==> config.mk <==
export PLATFORM = sky130hd
export DESIGN_NAME = ipv4_tcp_udp_port_filter_parser_unit
export DESIGN_NICKNAME = d
export VERILOG_FILES = /design/src/sv/ipvp_pkg.sv /design/src/sv/ipvp_parser.sv /design/src/sv/ipvp_out_fifo.sv /design/src/sv/ipv4_tcp_udp_port_filter_parser_unit.sv
export SDC_FILE = /design/constraint.sdc
export NUM_CORES = 1
export LEC_CHECK = 0
export BUFFER_PORTS_ARGS = -buffer_cell sky130_fd_sc_hd__clkbuf_2
export CORE_MARGIN = 8
export CORE_UTILIZATION = 31
export CTS_CLUSTER_DIAMETER = 40
export CTS_CLUSTER_SIZE = 28
export DETAILED_ROUTE_END_ITERATION = 10
export PLACE_DENSITY = 0.58
export SLEW_MARGIN = 5
export SYNTH_ARGS = -nofsm -noshare
export SYNTH_HDL_FRONTEND = slang
export SYNTH_SLANG_ARGS = --single-unit
==> constraint.sdc <==
create_clock -name clk_i -period 23.2 [get_ports clk_i]
set_clock_uncertainty 0.1 [all_clocks]
set_input_delay 1.16 -clock clk_i [delete_from_list [all_inputs] [get_ports clk_i]]
set_output_delay 1.16 -clock clk_i [all_outputs]
set_load 0.02 [all_outputs]
==> src/sv/ipvp_pkg.sv <==
// ----------------------------------------------------------------------------
// ipvp_pkg
// Types and constants of the IPv4 TCP/UDP port filter parser.
// ----------------------------------------------------------------------------
package ipvp_pkg;

  localparam int MaxFrameBytesDef = 65536;
  localparam int PosMax           = 65535;
  localparam int CfgIdxW          = 1;
  localparam int CfgDataW         = 16;

  localparam logic [7:0]  ProtoTcp  = 8'd6;
  localparam logic [7:0]  ProtoUdp  = 8'd17;
  localparam logic [15:0] LoopHdr   = 16'd4;
  localparam logic [15:0] EthHdr    = 16'd14;
  localparam logic [15:0] IpMinLen  = 16'd20;
  localparam logic [15:0] TcpMinLen = 16'd20;
  localparam logic [15:0] UdpHdrLen = 16'd8;
  localparam logic [3:0]  MinWords  = 4'd5;

  typedef enum logic [CfgIdxW-1:0] {
    CfgLinkType   = 1'b0,
    CfgTargetPort = 1'b1
  } cfg_idx_e;

  typedef enum logic [2:0] {
    StAccepted     = 3'd0,
    StTooShort     = 3'd1,
    StBadIhl       = 3'd2,
    StOtherProto   = 3'd3,
    StL4Short      = 3'd4,
    StPortMismatch = 3'd5
  } status_e;

  localparam logic KindPayload = 1'b0;
  localparam logic KindSummary = 1'b1;

  typedef struct packed {
    logic [7:0] frame_byte;
    logic       frame_end;
  } in_word_t;

  typedef struct packed {
    logic        out_kind;
    logic [7:0]  payload_byte;
    logic        payload_last;
    logic [2:0]  status;
    logic [7:0]  l4_protocol;
    logic [31:0] source_address;
    logic [31:0] dest_address;
    logic [15:0] source_port;
    logic [15:0] dest_port;
    logic [15:0] payload_length;
  } out_word_t;

  typedef struct packed {
    logic pay_vld;
    logic sum_vld;
  } push_t;

endpackage

==> src/sv/ipvp_parser.sv <==
// ----------------------------------------------------------------------------
// ipvp_parser
// Per-byte header capture, payload filter and end-of-frame summary.
// ----------------------------------------------------------------------------
module ipvp_parser #(
  parameter int MaxFrameBytes = ipvp_pkg::MaxFrameBytesDef
) (
  input  logic                clk_i,
  input  logic                rst_ni,
  input  logic                accept_i,
  input  ipvp_pkg::in_word_t  in_i,
  input  logic                link_type_i,
  input  logic [15:0]         target_port_i,
  output ipvp_pkg::push_t     push_o,
  output ipvp_pkg::out_word_t pay_o,
  output ipvp_pkg::out_word_t sum_o
);
  import ipvp_pkg::*;

  localparam int CapInt = (MaxFrameBytes < PosMax) ? MaxFrameBytes : PosMax;
  localparam logic [15:0] Cap = 16'(CapInt);

  logic [15:0] pos_q, pos_d;
  logic [3:0]  hw_q, hw_d;
  logic [7:0]  proto_q, proto_d;
  logic [31:0] src_addr_q, src_addr_d;
  logic [31:0] dst_addr_q, dst_addr_d;
  logic [15:0] src_port_q, src_port_d;
  logic [15:0] dst_port_q, dst_port_d;
  logic [3:0]  tcp_off_q, tcp_off_d;
  logic [15:0] cnt_q, cnt_d;

  logic [15:0] l2, q, r, hdr, hw_bytes, ip_len, l4_len;
  logic [7:0]  b;
  logic        l4_on, has_pay, emit, proto_ok, is_tcp, is_udp, match;
  status_e     st;

  assign b  = in_i.frame_byte;
  assign l2 = link_type_i ? EthHdr : LoopHdr;

  always_comb begin
    pos_d      = pos_q;
    hw_d       = hw_q;
    proto_d    = proto_q;
    src_addr_d = src_addr_q;
    dst_addr_d = dst_addr_q;
    src_port_d = src_port_q;
    dst_port_d = dst_port_q;
    tcp_off_d  = tcp_off_q;
    cnt_d      = cnt_q;
    q          = pos_q - l2;
    r          = '0;
    hdr        = '0;
    l4_on      = 1'b0;
    has_pay    = 1'b0;
    emit       = 1'b0;
    if (pos_q < Cap) begin
      if (pos_q >= l2) begin
        unique case (q)
          16'd0:   hw_d = b[3:0];
          16'd9:   proto_d = b;
          16'd12:  src_addr_d[31:24] = src_addr_q[31:24] | b;
          16'd13:  src_addr_d[23:16] = src_addr_q[23:16] | b;
          16'd14:  src_addr_d[15:8]  = src_addr_q[15:8]  | b;
          16'd15:  src_addr_d[7:0]   = src_addr_q[7:0]   | b;
          16'd16:  dst_addr_d[31:24] = dst_addr_q[31:24] | b;
          16'd17:  dst_addr_d[23:16] = dst_addr_q[23:16] | b;
          16'd18:  dst_addr_d[15:8]  = dst_addr_q[15:8]  | b;
          16'd19:  dst_addr_d[7:0]   = dst_addr_q[7:0]   | b;
          default: ;
        endcase
        l4_on = (hw_d >= MinWords) && (q >= {10'd0, hw_d, 2'b00}) &&
                (proto_d == ProtoTcp || proto_d == ProtoUdp);
        r = q - {10'd0, hw_d, 2'b00};
        if (l4_on) begin
          unique case (r)
            16'd0:   src_port_d[15:8] = src_port_q[15:8] | b;
            16'd1:   src_port_d[7:0]  = src_port_q[7:0]  | b;
            16'd2:   dst_port_d[15:8] = dst_port_q[15:8] | b;
            16'd3:   dst_port_d[7:0]  = dst_port_q[7:0]  | b;
            default: ;
          endcase
          if (proto_d == ProtoTcp && r == 16'd12) begin
            tcp_off_d = b[7:4];
          end
          if (proto_d == ProtoUdp) begin
            hdr     = UdpHdrLen;
            has_pay = 1'b1;
          end else if (r >= TcpMinLen && tcp_off_d >= MinWords) begin
            hdr     = {10'd0, tcp_off_d, 2'b00};
            has_pay = 1'b1;
          end
          emit = has_pay && (r >= hdr) && (r >= 16'd4) &&
                 (src_port_d == target_port_i || dst_port_d == target_port_i);
        end
        if (emit && cnt_q != 16'(PosMax)) begin
          cnt_d = cnt_q + 16'd1;
        end
      end
      pos_d = pos_q + 16'd1;
    end
  end

  assign is_tcp   = (proto_d == ProtoTcp);
  assign is_udp   = (proto_d == ProtoUdp);
  assign proto_ok = is_tcp || is_udp;
  assign match    = (src_port_d == target_port_i) || (dst_port_d == target_port_i);
  assign hw_bytes = {10'd0, hw_d, 2'b00};
  assign ip_len   = pos_d - l2;
  assign l4_len   = ip_len - hw_bytes;

  always_comb begin
    priority if ({1'b0, pos_d} < ({1'b0, l2} + {1'b0, IpMinLen})) begin
      st = StTooShort;
    end else if (hw_d < MinWords || hw_bytes > ip_len) begin
      st = StBadIhl;
    end else if (!proto_ok) begin
      st = StOtherProto;
    end else if ((is_tcp && l4_len < TcpMinLen) || (is_udp && l4_len < UdpHdrLen)) begin
      st = StL4Short;
    end else if (!match) begin
      st = StPortMismatch;
    end else begin
      st = StAccepted;
    end
  end

  always_comb begin
    pay_o              = '0;
    pay_o.out_kind     = KindPayload;
    pay_o.payload_byte = b;
    pay_o.payload_last = in_i.frame_end;

    sum_o                = '0;
    sum_o.out_kind       = KindSummary;
    sum_o.status         = st;
    sum_o.l4_protocol    = proto_d;
    sum_o.source_address = src_addr_d;
    sum_o.dest_address   = dst_addr_d;
    sum_o.source_port    = src_port_d;
    sum_o.dest_port      = dst_port_d;
    sum_o.payload_length = (st == StAccepted) ? cnt_d : 16'd0;
  end

  assign push_o.pay_vld = accept_i && emit;
  assign push_o.sum_vld = accept_i && in_i.frame_end;

  always_ff @(posedge clk_i or negedge rst_ni) begin
    if (!rst_ni) begin
      pos_q      <= '0;
      hw_q       <= '0;
      proto_q    <= '0;
      src_addr_q <= '0;
      dst_addr_q <= '0;
      src_port_q <= '0;
      dst_port_q <= '0;
      tcp_off_q  <= '0;
      cnt_q      <= '0;
    end else if (accept_i) begin
      if (in_i.frame_end) begin
        pos_q      <= '0;
        hw_q       <= '0;
        proto_q    <= '0;
        src_addr_q <= '0;
        dst_addr_q <= '0;
        src_port_q <= '0;
        dst_port_q <= '0;
        tcp_off_q  <= '0;
        cnt_q      <= '0;
      end else begin
        pos_q      <= pos_d;
        hw_q       <= hw_d;
        proto_q    <= proto_d;
        src_addr_q <= src_addr_d;
        dst_addr_q <= dst_addr_d;
        src_port_q <= src_port_d;
        dst_port_q <= dst_port_d;
        tcp_off_q  <= tcp_off_d;
        cnt_q      <= cnt_d;
      end
    end
  end

endmodule

==> src/sv/ipvp_out_fifo.sv <==
// ----------------------------------------------------------------------------
// ipvp_out_fifo
// Four-entry result queue; takes up to two words per cycle, gives one per cycle while ready_i is high.
// ----------------------------------------------------------------------------
module ipvp_out_fifo (
  input  logic                clk_i,
  input  logic                rst_ni,
  input  ipvp_pkg::push_t     push_i,
  input  ipvp_pkg::out_word_t pay_i,
  input  ipvp_pkg::out_word_t sum_i,
  output logic                space_o,
  output logic                valid_o,
  input  logic                ready_i,
  output ipvp_pkg::out_word_t data_o
);
  import ipvp_pkg::*;

  localparam int Depth = 4;
  localparam int PtrW  = $clog2(Depth);
  localparam int CntW  = $clog2(Depth + 1);

  out_word_t        mem_q [Depth];
  logic [PtrW-1:0]  wr_ptr_q, wr_ptr_d, rd_ptr_q, rd_ptr_d, sum_ptr;
  logic [CntW-1:0]  count_q, count_d;
  logic             pop;

  assign valid_o = (count_q != '0);
  assign data_o  = mem_q[rd_ptr_q];
  assign pop     = valid_o && ready_i;
  assign space_o = (count_q <= CntW'(Depth - 2));

  assign sum_ptr  = wr_ptr_q + PtrW'(push_i.pay_vld);
  assign wr_ptr_d = wr_ptr_q + PtrW'(push_i.pay_vld) + PtrW'(push_i.sum_vld);
  assign rd_ptr_d = rd_ptr_q + PtrW'(pop);
  assign count_d  = count_q + CntW'(push_i.pay_vld) + CntW'(push_i.sum_vld) - CntW'(pop);

  always_ff @(posedge clk_i) begin
    if (push_i.pay_vld) begin
      mem_q[wr_ptr_q] <= pay_i;
    end
    if (push_i.sum_vld) begin
      mem_q[sum_ptr] <= sum_i;
    end
  end

  always_ff @(posedge clk_i or negedge rst_ni) begin
    if (!rst_ni) begin
      wr_ptr_q <= '0;
      rd_ptr_q <= '0;
      count_q  <= '0;
    end else begin
      wr_ptr_q <= wr_ptr_d;
      rd_ptr_q <= rd_ptr_d;
      count_q  <= count_d;
    end
  end

endmodule

==> src/sv/ipv4_tcp_udp_port_filter_parser_unit.sv <==
// Output: the words for an accepted byte are written into the result queue as the byte
// is accepted. Input rate: one byte per cycle while the sink takes one word per cycle;
// a byte that yields both a payload word and a summary word sends them one after the
// other through the single read port of the four-entry result queue.
// Reset (async, active low) clears frame state and the queue; link_type = 1,
// target_port = 0.
// ----------------------------------------------------------------------------
// ipv4_tcp_udp_port_filter_parser_unit
// IPv4 TCP/UDP header parser with port filter, payload stream and summaries.
// ----------------------------------------------------------------------------
module ipv4_tcp_udp_port_filter_parser_unit #(
  parameter int MaxFrameBytes = ipvp_pkg::MaxFrameBytesDef
) (
  input  logic                          clk_i,
  input  logic                          rst_ni,
  input  logic                          in_valid_i,
  output logic                          in_ready_o,
  input  ipvp_pkg::in_word_t            in_data_i,
  output logic                          out_valid_o,
  input  logic                          out_ready_i,
  output ipvp_pkg::out_word_t           out_data_o,
  input  logic                          cfg_valid_i,
  output logic                          cfg_ready_o,
  input  logic [ipvp_pkg::CfgIdxW-1:0]  cfg_index_i,
  input  logic [ipvp_pkg::CfgDataW-1:0] cfg_data_i
);
  import ipvp_pkg::*;

  logic        link_type_q;
  logic [15:0] target_port_q;
  logic        accept;
  logic        space;
  push_t       push;
  out_word_t   pay_word, sum_word;

  assign cfg_ready_o = 1'b1;
  assign in_ready_o  = space;
  assign accept      = in_valid_i && in_ready_o;

  always_ff @(posedge clk_i or negedge rst_ni) begin
    if (!rst_ni) begin
      link_type_q   <= 1'b1;
      target_port_q <= '0;
    end else if (cfg_valid_i && cfg_ready_o) begin
      unique case (cfg_idx_e'(cfg_index_i))
        CfgLinkType:   link_type_q   <= cfg_data_i[0];
        CfgTargetPort: target_port_q <= cfg_data_i[15:0];
      endcase
    end
  end

  ipvp_parser #(
    .MaxFrameBytes(MaxFrameBytes)
  ) u_parser (
    .clk_i        (clk_i),
    .rst_ni       (rst_ni),
    .accept_i     (accept),
    .in_i         (in_data_i),
    .link_type_i  (link_type_q),
    .target_port_i(target_port_q),
    .push_o       (push),
    .pay_o        (pay_word),
    .sum_o        (sum_word)
  );

  ipvp_out_fifo u_out_fifo (
    .clk_i  (clk_i),
    .rst_ni (rst_ni),
    .push_i (push),
    .pay_i  (pay_word),
    .sum_i  (sum_word),
    .space_o(space),
    .valid_o(out_valid_o),
    .ready_i(out_ready_i),
    .data_o (out_data_o)
  );

endmodule

**Word-level counts from Yosys, hierarchy flattened**

Memories as Yosys holds them, arrays and structs flattened.
Index checks and enable logic that the tools add are counted.

- Register bits: 168
- Latch bits: 0
- Memory bits (writable): 532
- Memory bits (read-only): 0
- Input bits: 31
- Output and inout bits: 136
- Word-level logic and storage cells: 197
- Memories: 1

Memories:

| memory | words | bits a word | rd ports | clocked after memory_dff | wr ports | line | text |
|---|---|---|---|---|---|---|---|
| u_out_fifo.mem_q | 4 | 133 | 1 | 0 | 2 | ipvp_out_fifo.sv:22 | `out_word_t mem_q [Depth];` |

- Add/sub/neg operators: 13
- Multiply operators: 0
- Divide/modulo/power cells: 0
- Magnitude comparators: 14
- Equality and inequality tests: 22
- Shift-type cells: 0
- Mux-type cells: 90
- Bitwise logic cells: 13
- Reductions and logical operators: 30

Operators by type and width:

| operator | number |
|---|---|
| 16-bit two-way mux | 19 |
| 8-bit two-way mux | 30 |
| 32-bit two-way mux | 6 |
| 16-bit by 4-bit == test with 1-bit output, second input constant | 6 |
| 8-bit OR | 12 |
| 16-bit == test | 4 |
| 16-bit by 5-bit == test with 1-bit output, second input constant | 4 |
| 4-bit two-way mux | 15 |
| 16-bit by 1-bit adder with 16-bit output, second input constant | 2 |
| 16-bit by 2-bit == test with 1-bit output, second input constant | 2 |
| 16-bit greater-or-equal comparator | 2 |
| 16-bit zero test | 2 |
| 16-bit subtractor | 2 |
| 16-bit by 6-bit subtractor with 16-bit output | 2 |
| 16-bit by 5-bit adder with 17-bit output, second input constant | 1 |
| 16-bit by 17-bit less-than comparator with 1-bit output | 1 |
| 16-bit by 1-bit == test with 1-bit output, second input constant | 1 |
| 8-bit by 3-bit == test with 1-bit output, second input constant | 2 |
| 8-bit by 5-bit == test with 1-bit output, second input constant | 2 |
| 16-bit by 3-bit greater-or-equal comparator with 1-bit output, second input constant | 1 |
| 16-bit by 5-bit greater-or-equal comparator with 1-bit output, second input constant | 1 |
| 16-bit by 6-bit greater-or-equal comparator with 1-bit output | 1 |
| 6-bit by 16-bit > comparator with 1-bit output | 1 |
| 16-bit less-than comparator, second input constant | 1 |
| other kinds (20) | 62 |

**Logic depth before layout (Yosys ltp)**

Gate-level depths: netlist (run 1).

- Depth in word-level cells: 33
- Depth in mapped cells: 48
- Gate-level depth less buffers: 42

**Modules after synthesis**

From an unflattened synthesis (run 1), not the netlist that was laid out.

- Cell total of the unflattened synthesis: 2,751
- Area total of the unflattened synthesis: 38,340.5 um^2

Modules (own cells, without submodules):

| module | instances | cells an instance | area each (um^2) | sequential area each (um^2) |
|---|---|---|---|---|
| ipvp_out_fifo | 1 | 1,324 | 25,897.3 | 16,150.5 |
| ipvp_parser | 1 | 1,387 | 11,732.5 | 3,603.5 |
| ipv4_tcp_udp_port_filter_parser_unit | 1 | 40 | 710.7 | 426.7 |

**Worst setup path after synthesis (run 1)**

Ideal clock, no wire load.

- Path type: register to register
- Start point: reg link_type_q
- End point: mem u_out_fifo.mem_q[0][0] (netlist name), enable pin
- Setup time: 0.785 ns
- Arrival: 16.324 ns
- Data required time: 22.315 ns
- Setup slack: 5.991 ns
- Cell stages (with the launch flop): 40
- Path buffers: 3
- Clock period less this slack: 17.209 ns
- Cells stage by stage: dfstp_2 inv_1 ha_1 or4_1 or3_1 xor2_1 o21a_1 nand4_2 clkbuf_1 nand2_1 o21ai_0 ha_1 fa_1 nor2b_1 o21ai_0 nand2b_1 nor2_1 a21oi_1 [4 not listed] nor2_1 a31o_2 nor3b_1 nor2b_1 ha_1 nand2_1 a21boi_0 o21ai_0 nand2b_1 a21oi_1 a21oi_1 nand3b_1 o31ai_2 buf_6 clkbuf_1 nor2_1 nand2_1 o31ai_1

RTL lines:

| element | line | text |
|---|---|---|
| start, declared | ipv4_tcp_udp_port_filter_parser_unit.sv:29 | `logic link_type_q;` |
| start signal, assigned | ipv4_tcp_udp_port_filter_parser_unit.sv:46 | `CfgLinkType: link_type_q <= cfg_data_i[0];` |
| end, declared | ipvp_out_fifo.sv:22 |  |

==> results_dict.tcl, run 1 <==
set metrics [dict create \
    ant_nets 0 \
    h-tree-depth 3 \
    pwr_density_cell_nw_per_um2 112 \
    drtPass1Iterations 6 \
    path_clk_slew_ns 0.06 \
    grt_pass1_vias 23900 \
    ios 167 \
    areaGrowthSynthToFinish_pct 17.1 \
    period_share_pct 50.0 \
    grt_pass1_wl_mm 153 \
    syn_avg_cell_area_sq_um 11.7 \
    tns_ns 0 \
    ir_drop_v 0.0000709 \
    maxSlewViolCount 0 \
    grt_max_degree 112 \
    std_cell_rows 120 \
    setup_viol 0 \
    crit_fanout 111 \
    critPathKind "flip-flop to flip-flop" \
    clock-sinks 700 \
    cts-root-buf "clkbuf_16" \
    synth_fp_nets 2935 \
    nets 3052 \
    fin_ws_ns 11.61 \
    coreArea_sq_um 107000 \
    port_buffers 165 \
    holdWs_ns 0.357 \
    die_w_um 345 \
    path_common_cell "ha_1" \
    cts_hold_buf 0 \
    drt_iter0_markers 2379 \
    postCtsSetupRepairBufs 0 \
    reg2reg_slack_ns 11.61 \
    critPathMaxStageDelay_ns 0.72 \
    end_kind "flip-flop" \
    drc 0 \
    grt_usage_pct 16.8 \
    hold_viol 0 \
    critPathSlowestCell "nand2_4" \
    synthCells 2872 \
    yosysWarnings 0 \
    routedWlPerCell_um 22.7 \
    die_y_um 345 \
    place_hpwl_mm 65.6 \
    wirelength_mm 102 \
    hp-class "flip-flop to flip-flop" \
    start_util_pct 31.3 \
    synth.distinct_cells 93 \
    startpoint_type "flip-flop" \
    min_period_ns 11.59 \
    worst_pin_slew_ns 1.21 \
    grt-ovfl-total 0 \
    avgViaCountPerCell 5.29 \
    die_area_sq_um 119000 \
    power.leakage_uw 0.0138 \
    synth_seq_cells 700 \
    cts_tree "done" \
    clock_path_buffers 3 \
    power_uw 4400 \
    yosysSeqAreaShare_pct 59.0 \
    dp_slack_ns 11.64 \
    gp_congestion 0.920 \
    relSlewSlack_pct 19.0 \
    synth_area_sq_um 33500 \
    timing.fmax_mhz 86.3 \
    status "complete, no violations" \
    crit_required_ns 23.39 \
    fill_cells 10600 \
    ys.flop_type "edfxtp_1" \
    cap_violations 0 \
    cts_buffers 93 \
    final_common_cell "nor2_1" \
    via_count 23600 \
    critPathArrivalTime_ns 11.78 \
    antenna_found_initial 2 \
    clock_latency_ns 0.67 \
    rsz0062_at_grt "false" \
    final_layout_size_suffix_gt1_share_pct 19.5 \
    cts-resized-gates 0 \
    final_cell_mix "nor2_1, edfxtp_1, a21oi_1, nand2_1, dfrtp_1" \
    async_flop_share_pct 24.0 \
    synth_edf_count 492 \
]
Yosys cell counts, types with 36 or more instances:
| master | count | area, sq um |
|---|---|---|
| inv_1 | 77 | 289 |
| dfrtp_1 | 167 | 4180 |
| a21oi_1 | 255 | 1280 |
| nor3_1 | 49 | 245 |
| nand2_1 | 185 | 694 |
| nand3_1 | 36 | 180 |
| clkbuf_1 | 160 | 601 |
| dfxtp_1 | 40 | 801 |
| mux2i_1 | 60 | 601 |
| o21ai_0 | 84 | 420 |
| mux4_2 | 133 | 3000 |
| nor2_1 | 595 | 2230 |
| edfxtp_1 | 492 | 14800 |
worst max-delay path: cells and delay by family (launching register included):
kind	cells	cell delay, ns
AOI/OAI and AO/OA	11	2.15
xor gates and xnor gates	2	0.96
adders and majority gates	5	1.28
buffers and inverters	3	1.06
DFF	1	0.58
and+or+nand+nor	18	4.96
stage by stage:
stage	cells	cell area, sq um	utilization (%)
final	4473	39200	36.6
after global placement	4297	35900	33.5
after global routing	4472	39200	36.6
after detailed placement	4297	35900	33.5
after floorplan	2872	33500	-
after CTS	4472	39200	36.6
sequential cells by signal, indices dropped and copies added (netlist names), 2 cells and up:
signal               flops
u_parser.tcp_off_q       4
target_port_q           16
u_parser.pos_q          16
u_out_fifo.wr_ptr_q      2
u_parser.src_addr_q     32
u_out_fifo.mem_q       532
u_parser.cnt_q          16
u_parser.dst_addr_q     32
u_parser.hw_q            4
u_parser.dst_port_q     16
u_parser.proto_q         8
u_out_fifo.rd_ptr_q      2
u_parser.src_port_q     16
u_out_fifo.count_q       3
area by class of cell:
| class | count | area (sq um) | area share (%) |
|---|---|---|---|
| Antenna cell | 1 | 2.50 | 0.00638 |
| Sequential cell | 700 | 19800 | 50.4 |
| Clock buffer | 100 | 2360 | 6.02 |
| Multi-Input combinational cell | 1894 | 12800 | 32.6 |
| Tap cell | 1403 | 1760 | 4.47 |
| Timing Repair Buffer | 220 | 1260 | 3.21 |
| Clock inverter | 75 | 960 | 2.45 |
| Inverter | 80 | 300 | 0.765 |
path summary, 6_finish.rpt:
kind	from	end	cells past startpoint
max in group asynchronous	rst_ni	u_out_fifo.rd_ptr_q[0]	2
setup reg to reg	link_type_q	u_out_fifo.mem_q[0][75]	39
hold / removal	u_out_fifo.mem_q[1][132]	u_out_fifo.mem_q[1][132]	2
hold reg to reg	u_out_fifo.mem_q[1][132]	u_out_fifo.mem_q[1][132]	2
setup / recovery	link_type_q	u_out_fifo.mem_q[0][75]	39
min in group asynchronous	rst_ni	u_parser.src_addr_q[27]	1
metal layers:
metal | global-route usage [%] | up-vias | wire [um] | part of all wire (%)
met4 | 5.97 | 2 | 3460 | 3.4
li1 | - | 10800 | - | -
met5 | 0 | - | 13 | 0.013
met2 | 27.2 | 779 | 47200 | 47
met3 | 3.97 | 179 | 7800 | 7.7
met1 | 22.0 | 11900 | 43100 | 42
logic make-up (layout without fill, tap and decap cells):
family	after synthesis	count (layout)	share of synthesized area, %
flops	700	700	59.0
fa+ha+maj	32	32	1.28
mux	214	214	11.4
other cells	1	2	0.0112
xor+xnor	39	39	1.02
simple gates	1087	1087	14.8
compound gates	521	521	9.21
buf+inv	278	475	3.25
power by group:
part / switching, uW / internal, uW
Clock: 607 / 908
Combinational: 894 / 478
Sequential: 85.7 / 1420
Total: 1590 / 2810
(Power assumes the default switching activity.)
==> run 2: changes to the inputs <==
Settings changed: PLACE_DENSITY 0.58 to 0.6.
Clock period 23.2 ns to 10.4 ns, I/O delays scaled along.
==> results_dict.tcl, run 2 (synthesis gave the netlist of run 1 again) <==
set metrics [dict create \
    cts_tree "done" \
    power.leakage_uw 0.0139 \
    clkPwrFrac_pct 33.4 \
    critPathMaxStageDelay_ns 0.67 \
    drc 0 \
    setup_viol 0 \
    drt_iter0_markers 2110 \
    gp_congestion 0.900 \
    path_common_cell "a21oi_1" \
    grt_max_degree 99 \
    largestRegisters "u_out_fifo.mem_q (532), u_parser.dst_addr_q (32), u_parser.src_addr_q (32)" \
    startpoint_type "flip-flop" \
    start_util_pct 31.3 \
    switching_share_pct 36.8 \
    port_buffers 165 \
    worstReg2RegEnd "u_out_fifo.mem_q[2][7]" \
    final_common_cell "nor2_1" \
    clock_latency_ns 0.68 \
    final_layout_size_suffix_gt1_share_pct 19.9 \
    critPathArrivalTime_ns 9.81 \
    internal-power_uw 6130 \
    reg2reg_slack_ns 0.85 \
    die_area_sq_um 119000 \
    fill_cells 10400 \
    worst_pin_slew_ns 1.29 \
    critPathSlowestCell "xnor2_1" \
    wirelength_mm 101 \
    dr_wl_met3_mm 8.22 \
    grt_pass1_wl_mm 152 \
    stdcell_count 4488 \
    ant_nets 0 \
    hold_viol 0 \
    timing.fmax_mhz 105 \
    postCtsSetupRepairBufs 0 \
    top_layer "met5" \
    clock-sinks 700 \
    crit_fanout 25 \
    period_share_pct 91.8 \
    min_period_ns 9.55 \
    grt_usage_pct 16.6 \
    crit_required_ns 10.66 \
    areaGrowthSynthToFinish_pct 17.8 \
    rsz0062_at_grt "false" \
    std_cell_rows 120 \
    drtPass1Iterations 6 \
    pwr_density_cell_nw_per_um2 246 \
    die_w_um 345 \
    hp-class "primary input to flip-flop" \
    relSlewSlack_pct 13.5 \
    coreArea_sq_um 107000 \
    grt-ovfl-total 0 \
    power_frac_seq_pct 34.6 \
    status "complete, no violations" \
    ff2ff_path_depth 40 \
    startpoint "link_type_q" \
    ios 167 \
    wl_met2_mm 46.9 \
    dp_cells 4306 \
    final_cell_mix "nor2_1, edfxtp_1, a21oi_1, nand2_1, dfrtp_1" \
    path_clk_slew_ns 0.06 \
    tns_ns 0 \
    routedWlPerCell_um 22.5 \
    setup.worst_path.end "u_out_fifo.mem_q[2][7]" \
    cts-root-buf "clkbuf_16" \
    place_hpwl_mm 65.2 \
    critPathKind "flip-flop to flip-flop" \
    largest_register_ffs 532 \
    power_switching_uw 3560 \
    clock_path_buffers 3 \
    max_flop_register "u_out_fifo.mem_q" \
    die_y_um 345 \
    power_frac_comb_pct 32.0 \
    ir_drop_v 0.000142 \
    nets 3064 \
    cts_buffers 92 \
    avgViaCountPerCell 5.37 \
    end_kind "flip-flop" \
    cap_violations 0 \
    r2r_start "link_type_q" \
    maxSlewViolCount 0 \
    h-tree-depth 3 \
    antenna_found_initial 7 \
    drt-met1-wl_mm 42.9 \
    via_count 24100 \
    grt_pass1_vias 24000 \
]
-- run 2: worst min path at each step --
stage                                         from  cells after the start                       end
final                                cfg_data_i[5]                      2          target_port_q[5]
after global placement    u_out_fifo.mem_q[3][123]                      2  u_out_fifo.mem_q[3][123]
after floorplan                             rst_ni                      0          target_port_q[0]
after global routing                cfg_data_i[14]                      2         target_port_q[14]
after detailed placement  u_out_fifo.mem_q[0][127]                      2  u_out_fifo.mem_q[0][127]
after CTS                            cfg_data_i[5]                      2          target_port_q[5]
-- run 2: routing by layer --
layer  GRT usage (%)  up-vias
li1                -    10800
met1            22.4    12200
met2            26.6      985
met3            3.47      166
met4            5.60        4
met5               0        -
-- run 2: through the flow --
| step | setup slack (ns) | util (%) | total power [uW] | instance area (sq um) | hold WS, ns |
|---|---|---|---|---|---|
| floorplan | 0.00783 | - | 5440 | 33600 | 0.124 |
| global placement | 1.06 | 33.8 | 6540 | 36200 | 0.339 |
| detailed placement | 0.888 | 33.8 | 6550 | 36200 | 0.344 |
| CTS | 0.886 | 36.8 | 9790 | 39500 | 0.00266 |
| global route | 0.102 | 36.8 | 10100 | 39500 | 0.0245 |
| finish | 0.850 | 36.8 | 9700 | 39500 | 0.0352 |
-- run 2: repair_timing --
item	in CTS	in global routing
hold buffers	4	0
hold endpoints to repair	69	0
gates resized for setup	0	0
-- run 2: power by group through the flow --
| stage | sequential, uW | combinational (uW) | clock, uW |
|---|---|---|---|
| finish | 3360 | 3110 | 3230 |
| global route | 3380 | 3350 | 3390 |
| CTS | 3360 | 3150 | 3280 |
| detailed placement | 3410 | 3140 | 0 |
| global placement | 3410 | 3130 | 0 |
| floorplan | 3300 | 2130 | 0 |
-- run 2: worst max-delay path: cells and delay by family (launching register included) --
kind,cells,cell delay [ns]
buf+inv,2,0.38
simple gates,20,4.20
xor+xnor,1,0.67
flops,1,0.59
compound gates,12,2.11
fa+ha+maj,5,1.20
-- run 2: layout make-up --
| cell class | count | area (sq um) | share of cell area, % |
|---|---|---|---|
| sequential | 700 | 19800 | 50.1 |
| multi-input combinational | 1894 | 12900 | 32.6 |
| clock buffer | 105 | 2440 | 6.19 |
| tap | 1403 | 1760 | 4.45 |
| timing repair buffer | 233 | 1530 | 3.88 |
| clock inverter | 69 | 773 | 1.96 |
| inverter | 80 | 300 | 0.761 |
| antenna | 4 | 10.0 | 0.0254 |
